===== config.mk =====
export PLATFORM = sky130hd
export DESIGN_NAME = multi_channel_ms_timer_pool
export DESIGN_NICKNAME = d
export VERILOG_FILES = /design/src/rtl/core/mctp_pkg.sv /design/src/rtl/core/mctp_ram.sv /design/src/rtl/core/mctp_count_unit.sv /design/src/rtl/core/multi_channel_ms_timer_pool.sv
export VERILOG_INCLUDE_DIRS = /design/src /design/src/rtl/core
export SDC_FILE = /design/constraint.sdc
export NUM_CORES = 1
export LEC_CHECK = 0
export BUFFER_PORTS_ARGS = -buffer_cell sky130_fd_sc_hd__buf_2
export CORE_MARGIN = 1
export CORE_UTILIZATION = 61
export CTS_BUF_LIST = sky130_fd_sc_hd__clkbuf_4
export CTS_CLUSTER_DIAMETER = 150
export CTS_CLUSTER_SIZE = 25
export DETAILED_ROUTE_END_ITERATION = 16
export PLACE_DENSITY_LB_ADDON = 0.2
export SYNTH_ARGS = -nofsm -noshare
export SYNTH_HDL_FRONTEND = slang
export SYNTH_HIERARCHICAL = 1
export SYNTH_SLANG_ARGS = --single-unit

===== constraint.sdc =====
create_clock -name clk -period 6.6 [get_ports clk]
set_input_delay 0 -clock clk [delete_from_list [all_inputs] [get_ports clk]]
set_output_delay 0 -clock clk [all_outputs]
set_load 0.02 [all_outputs]

===== src/rtl/core/assert_macros.svh =====
// assertion macros shared by the timer pool rtl
`ifndef ASSERT_MACROS_SVH
`define ASSERT_MACROS_SVH

// property must hold at every clock edge outside reset
`define MCTP_ASSERT(lbl, clk, rst, prop, msg) \
  lbl: assert property (@(posedge clk) disable iff (rst) (prop)) \
    else $error(msg);

// condition must never be seen at a clock edge outside reset
`define MCTP_ASSERT_NEVER(lbl, clk, rst, prop, msg) \
  lbl: assert property (@(posedge clk) disable iff (rst) !(prop)) \
    else $error(msg);

`endif


===== src/rtl/core/mctp_pkg.sv =====
// types and constants of the millisecond timer pool
`timescale 1ns / 1ps
`default_nettype none

package mctp_pkg;

  // command codes
  localparam logic [2:0] OP_TICK       = 3'd0;
  localparam logic [2:0] OP_ALLOC      = 3'd1;
  localparam logic [2:0] OP_FREE       = 3'd2;
  localparam logic [2:0] OP_START      = 3'd3;
  localparam logic [2:0] OP_STOP       = 3'd4;
  localparam logic [2:0] OP_RESTART    = 3'd5;
  localparam logic [2:0] OP_QUERY      = 3'd6;
  localparam logic [2:0] OP_READ_TICKS = 3'd7;

  // result kinds
  localparam logic [2:0] K_ACK    = 3'd0;
  localparam logic [2:0] K_ALLOC  = 3'd1;
  localparam logic [2:0] K_NONE   = 3'd2;
  localparam logic [2:0] K_STATUS = 3'd3;
  localparam logic [2:0] K_EVENT  = 3'd4;
  localparam logic [2:0] K_ERROR  = 3'd5;

  // timer modes
  localparam logic [1:0] M_ONESHOT = 2'd0;
  localparam logic [1:0] M_REPEAT  = 2'd1;

  // step register
  localparam int         STEP_W            = 10;
  localparam logic [9:0] MS_PER_TICK_RESET = 10'd10;

  // event cap per tick
  localparam int MAX_RESULTS = 8;
  localparam int EVW         = $clog2(MAX_RESULTS + 1);

  typedef enum logic [2:0] {
    ST_IDLE,
    ST_WALK,
    ST_FLUSH,
    ST_FIND,
    ST_LOAD,
    ST_QUERY
  } state_t;

  typedef struct packed {
    logic [2:0]  kind;
    logic [2:0]  slot;
    logic        is_expired;
    logic [31:0] value;
    logic        last;
  } result_t;

endpackage

`default_nettype wire


===== src/rtl/core/mctp_ram.sv =====
// single write port, single registered read port count memory
`timescale 1ns / 1ps
`default_nettype none

module mctp_ram
  import mctp_pkg::*;
#(
  parameter int DEPTH = 8,
  parameter int WIDTH = 24,
  parameter int AW    = 3
) (
  input  wire logic             clk,
  input  wire logic             we,
  input  wire logic [AW-1:0]    waddr,
  input  wire logic [WIDTH-1:0] wdata,
  input  wire logic [AW-1:0]    raddr,
  output logic      [WIDTH-1:0] rdata
);

  logic [WIDTH-1:0] mem [DEPTH];

  // write port
  always_ff @(posedge clk) begin
    if (we) begin
      mem[waddr] <= wdata;
    end
  end

  // registered read port
  always_ff @(posedge clk) begin
    rdata <= mem[raddr];
  end

endmodule

`default_nettype wire


===== src/rtl/core/mctp_count_unit.sv =====
// shared count step unit: subtract with floor, expiry detect and reload
`timescale 1ns / 1ps
`default_nettype none

module mctp_count_unit
  import mctp_pkg::*;
#(
  parameter int COUNT_WIDTH = 24
) (
  input  wire logic [COUNT_WIDTH-1:0] rem,
  input  wire logic [COUNT_WIDTH-1:0] rld,
  input  wire logic [STEP_W-1:0]      step,
  input  wire logic                   reload,
  output logic      [COUNT_WIDTH-1:0] rem_next,
  output logic                        expired
);

  localparam int CEW = (COUNT_WIDTH > STEP_W) ? COUNT_WIDTH : STEP_W;

  logic [CEW-1:0] rem_e;
  logic [CEW-1:0] step_e;
  logic [CEW-1:0] diff;
  logic           dec;

  // compare and subtract in a width that holds both operands
  assign rem_e  = CEW'(rem);
  assign step_e = CEW'(step);
  assign diff   = rem_e - step_e;
  assign dec    = (rem != '0) && (rem_e > step_e);

  // floor at zero, reload a repeating timer
  always_comb begin
    if (dec) begin
      rem_next = COUNT_WIDTH'(diff);
    end else if (reload) begin
      rem_next = rld;
    end else begin
      rem_next = '0;
    end
  end

  assign expired = !dec;

endmodule

`default_nettype wire


===== src/rtl/core/multi_channel_ms_timer_pool.sv =====
// top level of the millisecond timer pool: sequencer, slot flags and results
// tick: busy while it walks the slots, one slot per cycle through the count unit, then a flush
// allocate: busy while it searches, one slot per cycle from the top
// start and query of an allocated slot: busy for the count memory read; other commands: not busy
// each result is a one-cycle strobe on result_valid, the last one registered as the work ends
// rst is synchronous: all slots free and stopped, tick counter zero, ms_per_tick 10
`timescale 1ns / 1ps
`default_nettype none

`include "assert_macros.svh"

module multi_channel_ms_timer_pool
  import mctp_pkg::*;
#(
  parameter int NUM_TIMERS  = 8,
  parameter int COUNT_WIDTH = 24
) (
  input  wire logic        clk,
  input  wire logic        rst,
  input  wire logic        start,
  output logic             busy,
  input  wire logic [2:0]  op,
  input  wire logic [2:0]  timer_id,
  input  wire logic [1:0]  timer_mode,
  input  wire logic        start_now,
  input  wire logic        notify,
  input  wire logic [23:0] duration_ms,
  input  wire logic        cfg_valid,
  output logic             cfg_ready,
  input  wire logic [9:0]  cfg_data,
  output logic             result_valid,
  output logic [2:0]       kind,
  output logic [2:0]       slot,
  output logic             is_expired,
  output logic [31:0]      value,
  output logic             last
);

  localparam int             SW  = (NUM_TIMERS > 1) ? $clog2(NUM_TIMERS) : 1;
  localparam logic [SW-1:0]  TOP = SW'(NUM_TIMERS - 1);

  state_t state;
  state_t state_next;

  logic [STEP_W-1:0]      ms_per_tick;
  logic [31:0]            tick_total;
  logic [NUM_TIMERS-1:0]  in_use;
  logic [NUM_TIMERS-1:0]  running;
  logic [NUM_TIMERS-1:0]  notify_q;
  logic [1:0]             mode_q [NUM_TIMERS];

  logic [SW-1:0]          idx;
  logic [SW-1:0]          cmd_id;
  logic [1:0]             cmd_mode;
  logic                   cmd_start_now;
  logic                   cmd_notify;
  logic [COUNT_WIDTH-1:0] cmd_dur;

  logic                   pend_valid;
  logic [2:0]             pend_slot;
  logic [EVW-1:0]         ev_count;
  result_t                res;

  logic [SW-1:0]          id_idx;
  logic                   id_ok;
  logic [COUNT_WIDTH-1:0] dur_cnt;
  logic                   active;

  logic [SW-1:0]          rd_addr;
  logic [SW-1:0]          waddr;
  logic                   rem_we;
  logic                   rld_we;
  logic [COUNT_WIDTH-1:0] rem_wdata;
  logic [COUNT_WIDTH-1:0] rd_rem;
  logic [COUNT_WIDTH-1:0] rd_rld;
  logic [COUNT_WIDTH-1:0] cu_rem_next;
  logic                   cu_expired;

  // command decode helpers
  assign id_idx  = SW'(timer_id);
  assign id_ok   = (int'(timer_id) < NUM_TIMERS) && in_use[id_idx];
  assign dur_cnt = COUNT_WIDTH'(duration_ms);
  assign active  = in_use[idx] && running[idx];

  // count and reload memories
  mctp_ram #(.DEPTH(NUM_TIMERS), .WIDTH(COUNT_WIDTH), .AW(SW)) u_rem_ram (
    .clk   (clk),
    .we    (rem_we),
    .waddr (waddr),
    .wdata (rem_wdata),
    .raddr (rd_addr),
    .rdata (rd_rem)
  );

  mctp_ram #(.DEPTH(NUM_TIMERS), .WIDTH(COUNT_WIDTH), .AW(SW)) u_rld_ram (
    .clk   (clk),
    .we    (rld_we),
    .waddr (waddr),
    .wdata (rem_wdata),
    .raddr (rd_addr),
    .rdata (rd_rld)
  );

  // shared count step unit
  mctp_count_unit #(.COUNT_WIDTH(COUNT_WIDTH)) u_count (
    .rem      (rd_rem),
    .rld      (rd_rld),
    .step     (ms_per_tick),
    .reload   (mode_q[idx] == M_REPEAT),
    .rem_next (cu_rem_next),
    .expired  (cu_expired)
  );

  // next state
  always_comb begin
    state_next = state;
    case (state)
      ST_IDLE: begin
        if (start) begin
          case (op)
            OP_TICK:  state_next = ST_WALK;
            OP_ALLOC: state_next = ST_FIND;
            OP_START: state_next = id_ok ? ST_LOAD : ST_IDLE;
            OP_QUERY: state_next = id_ok ? ST_QUERY : ST_IDLE;
            default:  state_next = ST_IDLE;
          endcase
        end
      end
      ST_WALK: begin
        if (idx == '0) begin
          state_next = ST_FLUSH;
        end
      end
      ST_FIND: begin
        if (!in_use[idx] || idx == '0) begin
          state_next = ST_IDLE;
        end
      end
      ST_FLUSH, ST_LOAD, ST_QUERY: state_next = ST_IDLE;
      default: state_next = ST_IDLE;
    endcase
  end

  // memory port control
  always_comb begin
    rd_addr   = idx;
    waddr     = idx;
    rem_we    = 1'b0;
    rld_we    = 1'b0;
    rem_wdata = dur_cnt;
    case (state)
      ST_IDLE: begin
        rd_addr = (op == OP_TICK) ? TOP : id_idx;
        waddr   = id_idx;
        if (start && op == OP_RESTART && id_ok) begin
          rem_we = 1'b1;
          rld_we = 1'b1;
        end
      end
      ST_WALK: begin
        rd_addr   = SW'(idx - 1'b1);
        rem_we    = active;
        rem_wdata = cu_rem_next;
      end
      ST_FIND: begin
        rem_wdata = cmd_dur;
        rem_we    = !in_use[idx];
        rld_we    = !in_use[idx];
      end
      ST_LOAD: begin
        waddr     = cmd_id;
        rem_we    = 1'b1;
        rem_wdata = rd_rld;
      end
      default: begin
        rd_addr = cmd_id;
      end
    endcase
  end

  // command capture, flags and result register
  always_ff @(posedge clk) begin
    if (rst) begin
      state        <= ST_IDLE;
      ms_per_tick  <= MS_PER_TICK_RESET;
      tick_total   <= '0;
      in_use       <= '0;
      running      <= '0;
      notify_q     <= '0;
      mode_q       <= '{default: M_ONESHOT};
      result_valid <= 1'b0;
      pend_valid   <= 1'b0;
      ev_count     <= '0;
    end else begin
      state        <= state_next;
      result_valid <= 1'b0;
      if (cfg_valid) begin
        ms_per_tick <= cfg_data;
      end
      case (state)
        ST_IDLE: begin
          if (start) begin
            cmd_id        <= id_idx;
            cmd_mode      <= timer_mode;
            cmd_start_now <= start_now;
            cmd_notify    <= notify;
            cmd_dur       <= dur_cnt;
            case (op)
              OP_TICK: begin
                tick_total <= tick_total + 32'd1;
                idx        <= TOP;
                ev_count   <= '0;
                pend_valid <= 1'b0;
              end
              OP_ALLOC: begin
                idx <= TOP;
              end
              OP_READ_TICKS: begin
                result_valid <= 1'b1;
                res          <= '{K_STATUS, 3'd0, 1'b0, tick_total, 1'b1};
              end
              default: begin
                if (!id_ok) begin
                  result_valid <= 1'b1;
                  res          <= '{K_ERROR, timer_id, 1'b0, 32'd0, 1'b1};
                end else begin
                  case (op)
                    OP_FREE: begin
                      in_use[id_idx]   <= 1'b0;
                      running[id_idx]  <= 1'b0;
                      notify_q[id_idx] <= 1'b0;
                      mode_q[id_idx]   <= M_ONESHOT;
                      result_valid     <= 1'b1;
                      res              <= '{K_ACK, timer_id, 1'b0, 32'd0, 1'b1};
                    end
                    OP_STOP: begin
                      running[id_idx] <= 1'b0;
                      result_valid    <= 1'b1;
                      res             <= '{K_ACK, timer_id, 1'b0, 32'd0, 1'b1};
                    end
                    OP_RESTART: begin
                      running[id_idx] <= 1'b1;
                      result_valid    <= 1'b1;
                      res             <= '{K_ACK, timer_id, 1'b0, 32'd0, 1'b1};
                    end
                    default: begin
                    end
                  endcase
                end
              end
            endcase
          end
        end
        // one slot per cycle, highest first
        ST_WALK: begin
          idx <= SW'(idx - 1'b1);
          if (active && cu_expired) begin
            if (mode_q[idx] == M_ONESHOT) begin
              in_use[idx]   <= 1'b0;
              running[idx]  <= 1'b0;
              notify_q[idx] <= 1'b0;
            end
            if ((mode_q[idx] == M_ONESHOT || mode_q[idx] == M_REPEAT) &&
                notify_q[idx] && ev_count < EVW'(MAX_RESULTS)) begin
              if (pend_valid) begin
                result_valid <= 1'b1;
                res          <= '{K_EVENT, pend_slot, 1'b0, 32'd0, 1'b0};
              end
              pend_valid <= 1'b1;
              pend_slot  <= 3'(idx);
              ev_count   <= ev_count + 1'b1;
            end
          end
        end
        // held event closes the tick, or a plain ack
        ST_FLUSH: begin
          result_valid <= 1'b1;
          if (pend_valid) begin
            res <= '{K_EVENT, pend_slot, 1'b0, 32'd0, 1'b1};
          end else begin
            res <= '{K_ACK, 3'd0, 1'b0, 32'd0, 1'b1};
          end
          pend_valid <= 1'b0;
        end
        // highest free slot search
        ST_FIND: begin
          if (!in_use[idx]) begin
            in_use[idx]   <= 1'b1;
            running[idx]  <= cmd_start_now;
            notify_q[idx] <= cmd_notify;
            mode_q[idx]   <= cmd_mode;
            result_valid  <= 1'b1;
            res           <= '{K_ALLOC, 3'(idx), 1'b0, 32'd0, 1'b1};
          end else if (idx == '0) begin
            result_valid <= 1'b1;
            res          <= '{K_NONE, 3'd0, 1'b0, 32'd0, 1'b1};
          end else begin
            idx <= SW'(idx - 1'b1);
          end
        end
        ST_LOAD: begin
          running[cmd_id] <= 1'b1;
          result_valid    <= 1'b1;
          res             <= '{K_ACK, 3'(cmd_id), 1'b0, 32'd0, 1'b1};
        end
        ST_QUERY: begin
          result_valid <= 1'b1;
          res          <= '{K_STATUS, 3'(cmd_id), running[cmd_id] && (rd_rem == '0),
                            32'(rd_rem), 1'b1};
        end
        default: begin
        end
      endcase
    end
  end

  // port drive
  assign busy       = (state != ST_IDLE);
  assign cfg_ready  = 1'b1;
  assign kind       = res.kind;
  assign slot       = res.slot;
  assign is_expired = res.is_expired;
  assign value      = res.value;
  assign last       = res.last;

  // checks
  `MCTP_ASSERT_NEVER(a_ev_cap, clk, rst, ev_count > EVW'(MAX_RESULTS), "event cap exceeded")
  `MCTP_ASSERT(a_pend_count, clk, rst, pend_valid |-> ev_count != '0, "held event not counted")
  `MCTP_ASSERT(a_walk_ticks, clk, rst, state == ST_WALK |=> $stable(tick_total), "ticks moved")
  `MCTP_ASSERT(a_res_cause, clk, rst, result_valid |-> $past(busy || start), "stray result")

endmodule

`default_nettype wire

# Yosys cells after proc, flatten, opt, wreduce, memory -nomap -nowiden
# Memories as Yosys holds them, arrays and structs flattened. A register that Yosys moved wholly into a read port is not among the register bits.
# Cells that the tools add are included.
[word_totals]
ff_bits = 168
ram_bits = 384
in_bits = 48
out_inout_bits = 43
word_cells = 254
mem_count = 2
[mem_list]
columns = ["memory", "words", "width", "rd", "rd_ports_with_merged_regs", "wr", "line_no", "text"]
rows = [
  ["u_rem_ram.mem", 8, 24, 1, 1, 1, "mctp_ram.sv:20", "logic [WIDTH-1:0] mem [DEPTH];"],
  ["u_rld_ram.mem", 8, 24, 1, 1, 1, "mctp_ram.sv:20", ""],
]
[classes]
add_sub_neg = 4
n_lt_le_gt_ge = 12
eq_ne = 32
mux = 112
n_bitwise = 16
n_reduce_logical = 47
[ops]
columns = ["op", "count"]
rows = [
  ["$mux 40", 9],
  ["$pmux 40 s6", 1],
  ["$mux 8", 20],
  ["$mux 16", 5],
  ["$pmux 40 s2", 1],
  ["$pmux 24 s3", 1],
  ["$and 8x8->8", 6],
  ["$mux 24", 2],
  ["$pmux 8 s3", 2],
  ["$add 32x1->32 const B", 1],
  ["$ne 2x2->1 const B", 16],
  ["$pmux 16 s2", 1],
  ["$pmux 8 s4", 1],
  ["$mux 3", 10],
  ["$pmux 3 s3", 3],
  ["$mux 1", 25],
  ["$gt 24x10->1", 1],
  ["$logic_not 24->1", 1],
  ["$or 8x8->8", 3],
  ["$reduce_bool 24->1", 1],
  ["$sub 24x10->24", 1],
  ["$eq 3x3->1 const B", 6],
  ["$and 16x16->16", 1],
  ["$bwmux 16", 1],
  ["other kinds (47)", 104],
]

# Longest topological paths before layout
# Gate-level depths: netlist of run 1.
[depth]
ltp_word = 12
ltp_mapped = 14
mapped_depth_nobuf = 13

# Modules after synthesis
# Netlist of run 1, hierarchy kept.
[modules_own_cells]
columns = ["mod", "instances", "cells_per_inst", "area_per_inst_um2", "seq_area_each_um2"]
rows = [
  ["mctp_ram", 2, 314, 7797.5, 6246.0],
  ["multi_channel_ms_timer_pool", 1, 1042, 9507.9, 4134.0],
  ["mctp_count_unit", 1, 194, 1267.5, 0.0],
]

# Worst setup path after synthesis of run 1
# No wires, ideal clock.
[synth_timing]
path_type = "register to register"
start = "reg ms_per_tick[8]"
end = "reg res (netlist bit is_expired) (enable)"
setup_ns = 0.503
arrival_ns = 5.249
required_time_ns = 6.097
setup_slack_ns = 0.848
stages_incl_launch_ff = 13
n_path_buf = 1
synth_period_minus_slack_ns = 5.752
cell_sequence = "dfxtp_1 inv_1 ha_1 buf_2 nand3_1 o41ai_2 a22oi_4 inv_2 inv_1 a31o_2 nor3_1 nand2_1 a221oi_1"
[synth_via]
elab_chain_cells = 6
[synth_rtl]
columns = ["item", "line_no", "text"]
rows = [
  ["start: declaration", "multi_channel_ms_timer_pool.sv:45", "logic [STEP_W-1:0] ms_per_tick;"],
  ["start signal: assignment", "multi_channel_ms_timer_pool.sv:198", "ms_per_tick <= cfg_data;"],
  ["$gt 24x10->1", "mctp_count_unit.sv:29", "assign dec = (rem != '0) && (rem_e > step_e);"],
  ["$logic_and 1x1->1", "mctp_count_unit.sv:29", ""],
  ["$logic_not 1->1", "mctp_count_unit.sv:42", "assign expired = !dec;"],
  ["net cu_expired", "multi_channel_ms_timer_pool.sv:77", "logic cu_expired;"],
  ["$logic_and 1x1->1", "multi_channel_ms_timer_pool.sv:257", "if (active && cu_expired) begin"],
  ["$ne 2x2->1 (no source line)", "n/a", ""],
  ["$reduce_and 9->1 (no source line)", "n/a", ""],
  ["end signal: assignment", "multi_channel_ms_timer_pool.sv:267", "res <= '{K_EVENT, pend_slot, 1'b0, 32'd0, 1'b0};"],
  ["end signal: assignment", "multi_channel_ms_timer_pool.sv:279", "res <= '{K_EVENT, pend_slot, 1'b0, 32'd0, 1'b1};"],
  ["end signal: assignment", "multi_channel_ms_timer_pool.sv:281", "res <= '{K_ACK, 3'd0, 1'b0, 32'd0, 1'b1};"],
  ["end: declaration", "multi_channel_ms_timer_pool.sv:62", "result_t res;"],
]
# The timed path passes the listed nets, and every way through them passes these cells.
# A chain may end at the register's enable or synchronous reset.

# Final worst setup path of run 1
[layout_timing]
start = "reg u_rem_ram.rdata[0] (read register of u_rem_ram.mem)"
end = "mem u_rld_ram.mem[2][9] (data pin)"
[layout_via]
elab_chain_cells = 4
elab_cells_between_ends = 6
classes_between = "1 x add/sub; 1 x order compare; 2 x mux; 2 x reduce/logical"
[layout_rtl]
columns = ["item", "line_no", "text"]
rows = [
  ["start: declaration", "mctp_ram.sv:17", "output logic [WIDTH-1:0] rdata"],
  ["$gt 24x10->1 or $reduce_bool 24->1 (tied branches)", "mctp_count_unit.sv:29", ""],
  ["$logic_and 1x1->1", "mctp_count_unit.sv:29", ""],
  ["$mux 24 *", "mctp_count_unit.sv:33", "if (dec) begin"],
  ["net cu_rem_next[9]", "multi_channel_ms_timer_pool.sv:76", "logic [COUNT_WIDTH-1:0] cu_rem_next;"],
  ["$pmux 24 s3 *", "multi_channel_ms_timer_pool.sv:151", "case (state)"],
  ["net rem_wdata[9]", "multi_channel_ms_timer_pool.sv:73", "logic [COUNT_WIDTH-1:0] rem_wdata;"],
  ["end: declaration", "mctp_ram.sv:20", ""],
]
# Mark *: on every way through the listed nets, which the timed path passes. The rest lies on a longest branch.

==> results of run 1 <==
synthesized netlist by cell type (7+ instances only):
| library cell | number | area (um2) |
|---|---|---|
| a211oi_1 | 10 | 75.1 |
| a21oi_1 | 93 | 465 |
| a22o_1 | 24 | 210 |
| a311oi_1 | 13 | 114 |
| a31oi_1 | 21 | 131 |
| and2_1 | 11 | 68.8 |
| and3_1 | 10 | 62.6 |
| buf_1 | 10 | 37.5 |
| buf_2 | 29 | 145 |
| clkbuf_1 | 58 | 218 |
| dfxtp_1 | 139 | 2780 |
| edfxtp_1 | 461 | 13800 |
| ha_1 | 14 | 175 |
| inv_1 | 27 | 101 |
| mux2_2 | 29 | 327 |
| mux2_4 | 24 | 360 |
| mux2i_1 | 79 | 791 |
| mux4_2 | 100 | 2250 |
| nand2_1 | 174 | 653 |
| nand2b_1 | 15 | 93.8 |
| nand3_1 | 31 | 155 |
| nand4_1 | 11 | 68.8 |
| nor2_1 | 105 | 394 |
| nor3_1 | 35 | 175 |
| nor3b_1 | 7 | 52.6 |
| nor4_1 | 19 | 119 |
| o211ai_1 | 7 | 52.6 |
| o21ai_0 | 107 | 536 |
| o22ai_1 | 7 | 43.8 |
| o311ai_0 | 7 | 61.3 |
| o32ai_1 | 16 | 140 |
| or3_1 | 15 | 93.8 |
| xnor2_1 | 24 | 210 |
| xor2_1 | 21 | 184 |
cell type report:
class                   instances  area (um2)
flip-flops and latches        600       16600
fillers                      2946       13400
multi-input cells            1124        9200
repair buffers                246        1920
well taps                     577         722
clock buffers                  49         368
inverters                      31         116
clock inverters                 1        3.75
diodes                          1        2.50
registers in the layout (all words and copies together) (netlist names), 2 cells and up, named ones only:
name	cells
u_rem_ram/mem	192
u_rld_ram/mem	192
tick_total	32
value	32
cmd_dur	24
u_rem_ram/rdata	24
u_rld_ram/rdata	24
mode_q	16
ms_per_tick	10
in_use	8
notify_q	8
ev_count	4
cmd_id	3
idx	3
kind	3
pend_slot	3
slot	3
state	3
cmd_mode	2
through the flow:
step                instances  hold slack [ps]
floorplan                1864             98.9
global route             2629             14.5
finish                   2629             62.0
CTS                      2627             7.10
detailed placement       2470              179
global placement         2470              177
critical path: stages (launching register included):
cell       delay (ps)
dfxtp_1           490
inv_1              80
ha_1              230
fa_1              380
nand2b_1          200
a21oi_2           170
o2111ai_2         300
a22oi_4           590
buf_4             420
inv_2             110
mux2i_1           180
mux2i_1            90
o21ai_0           170
nand2_1            70
o21ai_1           540
report_power, final:
part	switching, uW	internal, uW
clock network	1050	328
registers	142	4240
logic	636	484
layer usage:
metal,GRT usage [%],vias to the layer above
met5,0,-
met4,9.61,0
met3,4.43,162
met2,49.7,908
met1,43.2,8573
li1,-,7542
cell families (layout without fill, tap and decap cells):
kind of cell,after synthesis,count (layout),share of synthesized area (%)
AOI/OAI and AO/OA,367,367,9.26
xor gates and xnor gates,45,45,1.49
adders and majority gates,15,15,0.740
buffers and inverters,140,327,2.60
DFF,600,600,63.0
muxes,236,236,14.5
other,1,2,0.0142
and+or+nand+nor,460,460,8.31
how the worst max path moves through the flow:
stage                                  start                  end
after floorplan               ms_per_tick[8]           is_expired
after global placement    u_rem_ram/rdata[0]  u_rld_ram/mem[2][8]
after detailed placement  u_rem_ram/rdata[0]  u_rld_ram/mem[6][9]
after CTS                 u_rem_ram/rdata[0]  u_rld_ram/mem[1][9]
after global routing      u_rem_ram/rdata[0]  u_rem_ram/mem[2][0]
final                     u_rem_ram/rdata[0]  u_rld_ram/mem[2][9]
what timing repair did:
action | 4_1_cts | 5_1_grt
hold buffers | 107 | 0
setup buffers | 0 | 0
endpoints found under the hold margin | 324 | 0
==> impl_metrics.json, run 1 <==
{
  "cts_resized": 0,
  "grt_setup_unrepaired": "false",
  "syn_nets": 1927,
  "path_clk_slew_ps": 280,
  "layout-drive-gt1-share_pct": 19.6,
  "track_usage_pct": 30.6,
  "skew_ps": 65.9,
  "initial_utilization_pct": 62.3,
  "grt_pass1_wl_mm": 100,
  "htree_levels": 1,
  "area_growth_syn_to_layout_pct": 9.82,
  "final_max_slew_viol_count": 0,
  "drt-initial-drc-count": 2046,
  "leakage_uw": 0.00947,
  "synth_warnings": 6,
  "p_per_area_nw_per_um2": 237,
  "vias_per_cell": 6.54,
  "wl_met2_mm": 31.8,
  "cts_tree": "yes",
  "ir_drop_v": 0.000245,
  "slew_headroom_pct": 21.8,
  "synthFlopType": "edfxtp_1",
  "cts.sinks": 600,
  "critical_path_arrival_ps": 4910,
  "hp-class": "in -> reg",
  "clockRootBuffer": "clkbuf_4",
  "place_ws_ps": 2300,
  "hold_end": "cmd_id[1]",
  "ys_seq_area_share_pct": 63.0,
  "synthCells": 1864,
  "critPathRequiredTime_ps": 7180,
  "routed_wl_mm": 66.9,
  "drt-met1-wl_mm": 27.1,
  "final_nets": 2093,
  "grt_pass1_vias": 16300,
  "ctsLongestPathBuffers": 3,
  "timing.final.ws_setup_ps": 2270,
  "r2r-end": "u_rld_ram/mem[2][9]",
  "r2r_start": "u_rem_ram/rdata[0]",
  "ff2ff_path_depth": 14,
  "end_kind": "flip-flop",
  "worstHoldPathCells": 2,
  "max_cap_violations": 0,
  "grt.overflow.total": 0,
  "synth-seq-cells": 600,
  "grt_max_degree": 97,
  "async_flop_share_pct": 0,
  "place_area_um2": 27500,
  "synth_edf_count": 461,
  "dpl.hpwl_mm": 40.7,
  "hold_violations": 0,
  "post_drt_wl_per_cell_um": 25.4,
  "fin_util_pct": 68.4,
  "ys_types": 83,
  "stdcell_area_um2": 29000,
  "fin_crit_ps": 4330,
  "io_buffers": 89,
  "cts_made_buffers": 27,
  "mostFrequentLayoutCell": "edfxtp_1",
  "die_area_um2": 44100,
  "critPathMaxFanout": 24,
  "coreArea_um2": 42300,
  "power_uw": 6870,
  "ff2ff_setup_slack_ps": 2270,
  "synth_area_um2": 26400,
  "dr.pass1.iters": 8,
  "start_kind": "flip-flop",
  "totalNegativeSetupSlack_ps": 0,
  "layout_common_cells": "edfxtp_1 (461), nand2_1 (174), dfxtp_1 (136)",
  "fmax_ghz": 0.231,
  "fp-row-count": 75,
  "vias": 17200,
  "max_slew.worst_pin.slew_ps": 1170,
  "syn_avg_cell_area_um2": 14.1,
  "antenna_found_initial": 1,
  "critPathKind": "reg -> reg",
  "timing.final.crit_share_pct": 65.5,
  "clock_latency_ps": 920,
  "gp_congestion": 0.936,
  "die_w_um": 210,
  "die_h_um": 210,
  "setup_violations": 0,
  "wl_met3_mm": 5.72,
  "detail-route-antenna-nets": 0,
  "status": "finished clean",
  "ios": 91,
  "topRoutingLayerUsed": "met4",
  "hp-start": "timer_id[1]",
  "drc_errors": 0
}
No activity file was read; power rests on OpenSTA's default activity.
==> run 2: changes to the inputs <==
Clock period 6.6 ns to 4.03 ns, I/O delays scaled along.
==> run 2 against run 1 <==
Worst hold slack improved by 64 ps. Sequential cell count stayed put. Cell count grew 1.9%. Count of clock-buffer cells in the layout decreased by 1. Critical path type unchanged. Die area unchanged. Clock power grew 62%. Largest cell class unchanged. Routed wire length grew 1.2%.
==> impl_metrics.json, run 2 (synthesis gave the netlist of run 1 again) <==
{
  "fin_crit_ps": 3820,
  "r2r_start": "u_rem_ram/rdata[0]",
  "status": "finished clean",
  "ios": 91,
  "crit_path_start": "u_rem_ram/rdata[0]",
  "cts.sinks": 600,
  "vias_per_cell": 6.52,
  "antenna_found_initial": 2,
  "p_sw_uw": 3030,
  "ff2ff_setup_slack_ps": 210,
  "multiInputGateArea_um2": 9200,
  "max_slew.worst_pin.slew_ps": 1200,
  "hp-class": "in -> reg",
  "detail-route-antenna-nets": 0,
  "fillCellCount": 2880,
  "swShare_pct": 26.7,
  "hp-start": "timer_id[2]",
  "stdcell_area_um2": 29500,
  "routed_wl_mm": 67.7,
  "ir_drop_v": 0.000359,
  "path_clk_slew_ps": 290,
  "slew_headroom_pct": 20.1,
  "drc_errors": 0,
  "skew_ps": 80.8,
  "gp_congestion": 0.972,
  "area_growth_syn_to_layout_pct": 11.8,
  "seq_power_share_pct": 62.8,
  "grt.overflow.total": 0,
  "max_cap_violations": 0,
  "cts_made_buffers": 27,
  "internal_power_uw": 8320,
  "layout_common_cells": "edfxtp_1 (461), nand2_1 (174), dfxtp_1 (136)",
  "met2_usage_pct": 49.9,
  "drt-initial-drc-count": 2136,
  "p_per_area_nw_per_um2": 385,
  "leakage_uw": 0.00975,
  "end_kind": "flip-flop",
  "clkPwrFrac_pct": 19.7,
  "fp-row-count": 75,
  "final_max_slew_viol_count": 0,
  "grt_pass1_vias": 16900,
  "cts_tree": "yes",
  "dr.pass1.iters": 5,
  "comb_power_share_pct": 17.4,
  "critPathRequiredTime_ps": 4940,
  "coreArea_um2": 42300,
  "grt_pass1_wl_mm": 103,
  "grt_max_degree": 75,
  "cts_setup_buffers": 0,
  "place_area_um2": 28000,
  "start_kind": "flip-flop",
  "critPathMaxFanout": 8,
  "grt_setup_unrepaired": "false",
  "dpl.hpwl_mm": 43.3,
  "die_area_um2": 44100,
  "grt-busiest-layer": "met2",
  "met3_usage_pct": 4.26,
  "post_drt_wl_per_cell_um": 25.3,
  "die_h_um": 210,
  "htree_levels": 1,
  "clock_latency_ps": 940,
  "layout-drive-gt1-share_pct": 21.5,
  "initial_utilization_pct": 62.3,
  "io_buffers": 89,
  "power_uw": 11400,
  "track_usage_pct": 31.0,
  "setup_violations": 0,
  "vias": 17500,
  "timing.final.crit_share_pct": 94.8,
  "totalNegativeSetupSlack_ps": 0,
  "clockRootBuffer": "clkbuf_4",
  "final_nets": 2144,
  "largestRegisters": "u_rem_ram/mem (192), u_rld_ram/mem (192)",
  "ctsLongestPathBuffers": 3,
  "die_w_um": 210,
  "mostFrequentLayoutCell": "edfxtp_1",
  "regArea_um2": 16600,
  "met1_usage_pct": 44.2,
  "critPathKind": "reg -> reg",
  "hold_violations": 0,
  "critical_path_arrival_ps": 4740,
  "fmax_ghz": 0.262
}
## run 2: cell types whose count changed in the layout (fill, tap and decap cells not counted), sizes merged
cell	delta
inv	-1
buf	+47
clkinvlp	+1
clkbuf	-1
diode	+1
dlygate4sd3	+4
## run 2: per-stage QoR
stage,hold WS [ps],cells,worst slack [ps],util (%)
final,126,2680,208,69.6
after CTS,76.9,2678,78.6,69.6
after global routing,78.2,2679,23.9,69.6
after floorplan,98.9,1864,204,-
after detailed placement,179,2518,221,66.1
after global placement,176,2518,421,66.1
## run 2: area by class of cell
class	instances	share of cell area, %
multi-input cells	1124	31.2
well taps	577	2.45
inverters	31	0.395
flip-flops and latches	600	56.4
repair buffers	297	8.26
clock buffers	48	1.22
diodes	2	0.0170
clock inverters	1	0.0255
## run 2: what timing repair did
| action | 4_1_cts | 5_1_grt |
|---|---|---|
| hold buffers | 111 | 0 |
| resized for setup | 0 | 4 |
| hold endpoints to repair | 509 | 0 |
| setup endpoints to repair | 0 | 25 |
## run 2: final timing paths
kind | to | cells past startpoint
max reg2reg | flip-flop | 14
min reg2reg | mode_q[15] | 2
max | flip-flop | 14
min | cmd_id[2] | 3
## run 2: layer usage
layer  vias up  wire length, um
li1       7639                -
met2       896            31700
met3       161             5800
met1      8775            27900
met4         0             2340
met5         -                0
## run 2: worst max-delay path, stage by stage, from the launching register on
cell and delay (ps):
dfxtp_1 460, inv_1 60, ha_1 230, fa_1 390, nand2b_1 210, a21oi_2 170, o2111ai_2 330, a22oi_4 270
inv_2 90, inv_1 80, a31o_2 200, o311a_2 380, nor3_4 120, a211oi_1 240, dlygate4sd3_1 570
## run 2: power groups by stage
stage / clock network, uW / logic [uW] / registers (uW)
2_1_floorplan: 0 / 1280 / 7200
5_1_grt: 2460 / 2120 / 7150
6_report: 2240 / 1980 / 7140
4_1_cts: 2280 / 1950 / 7130
3_5_place_dp: 0 / 1850 / 7260
3_3_place_gp: 0 / 1830 / 7250
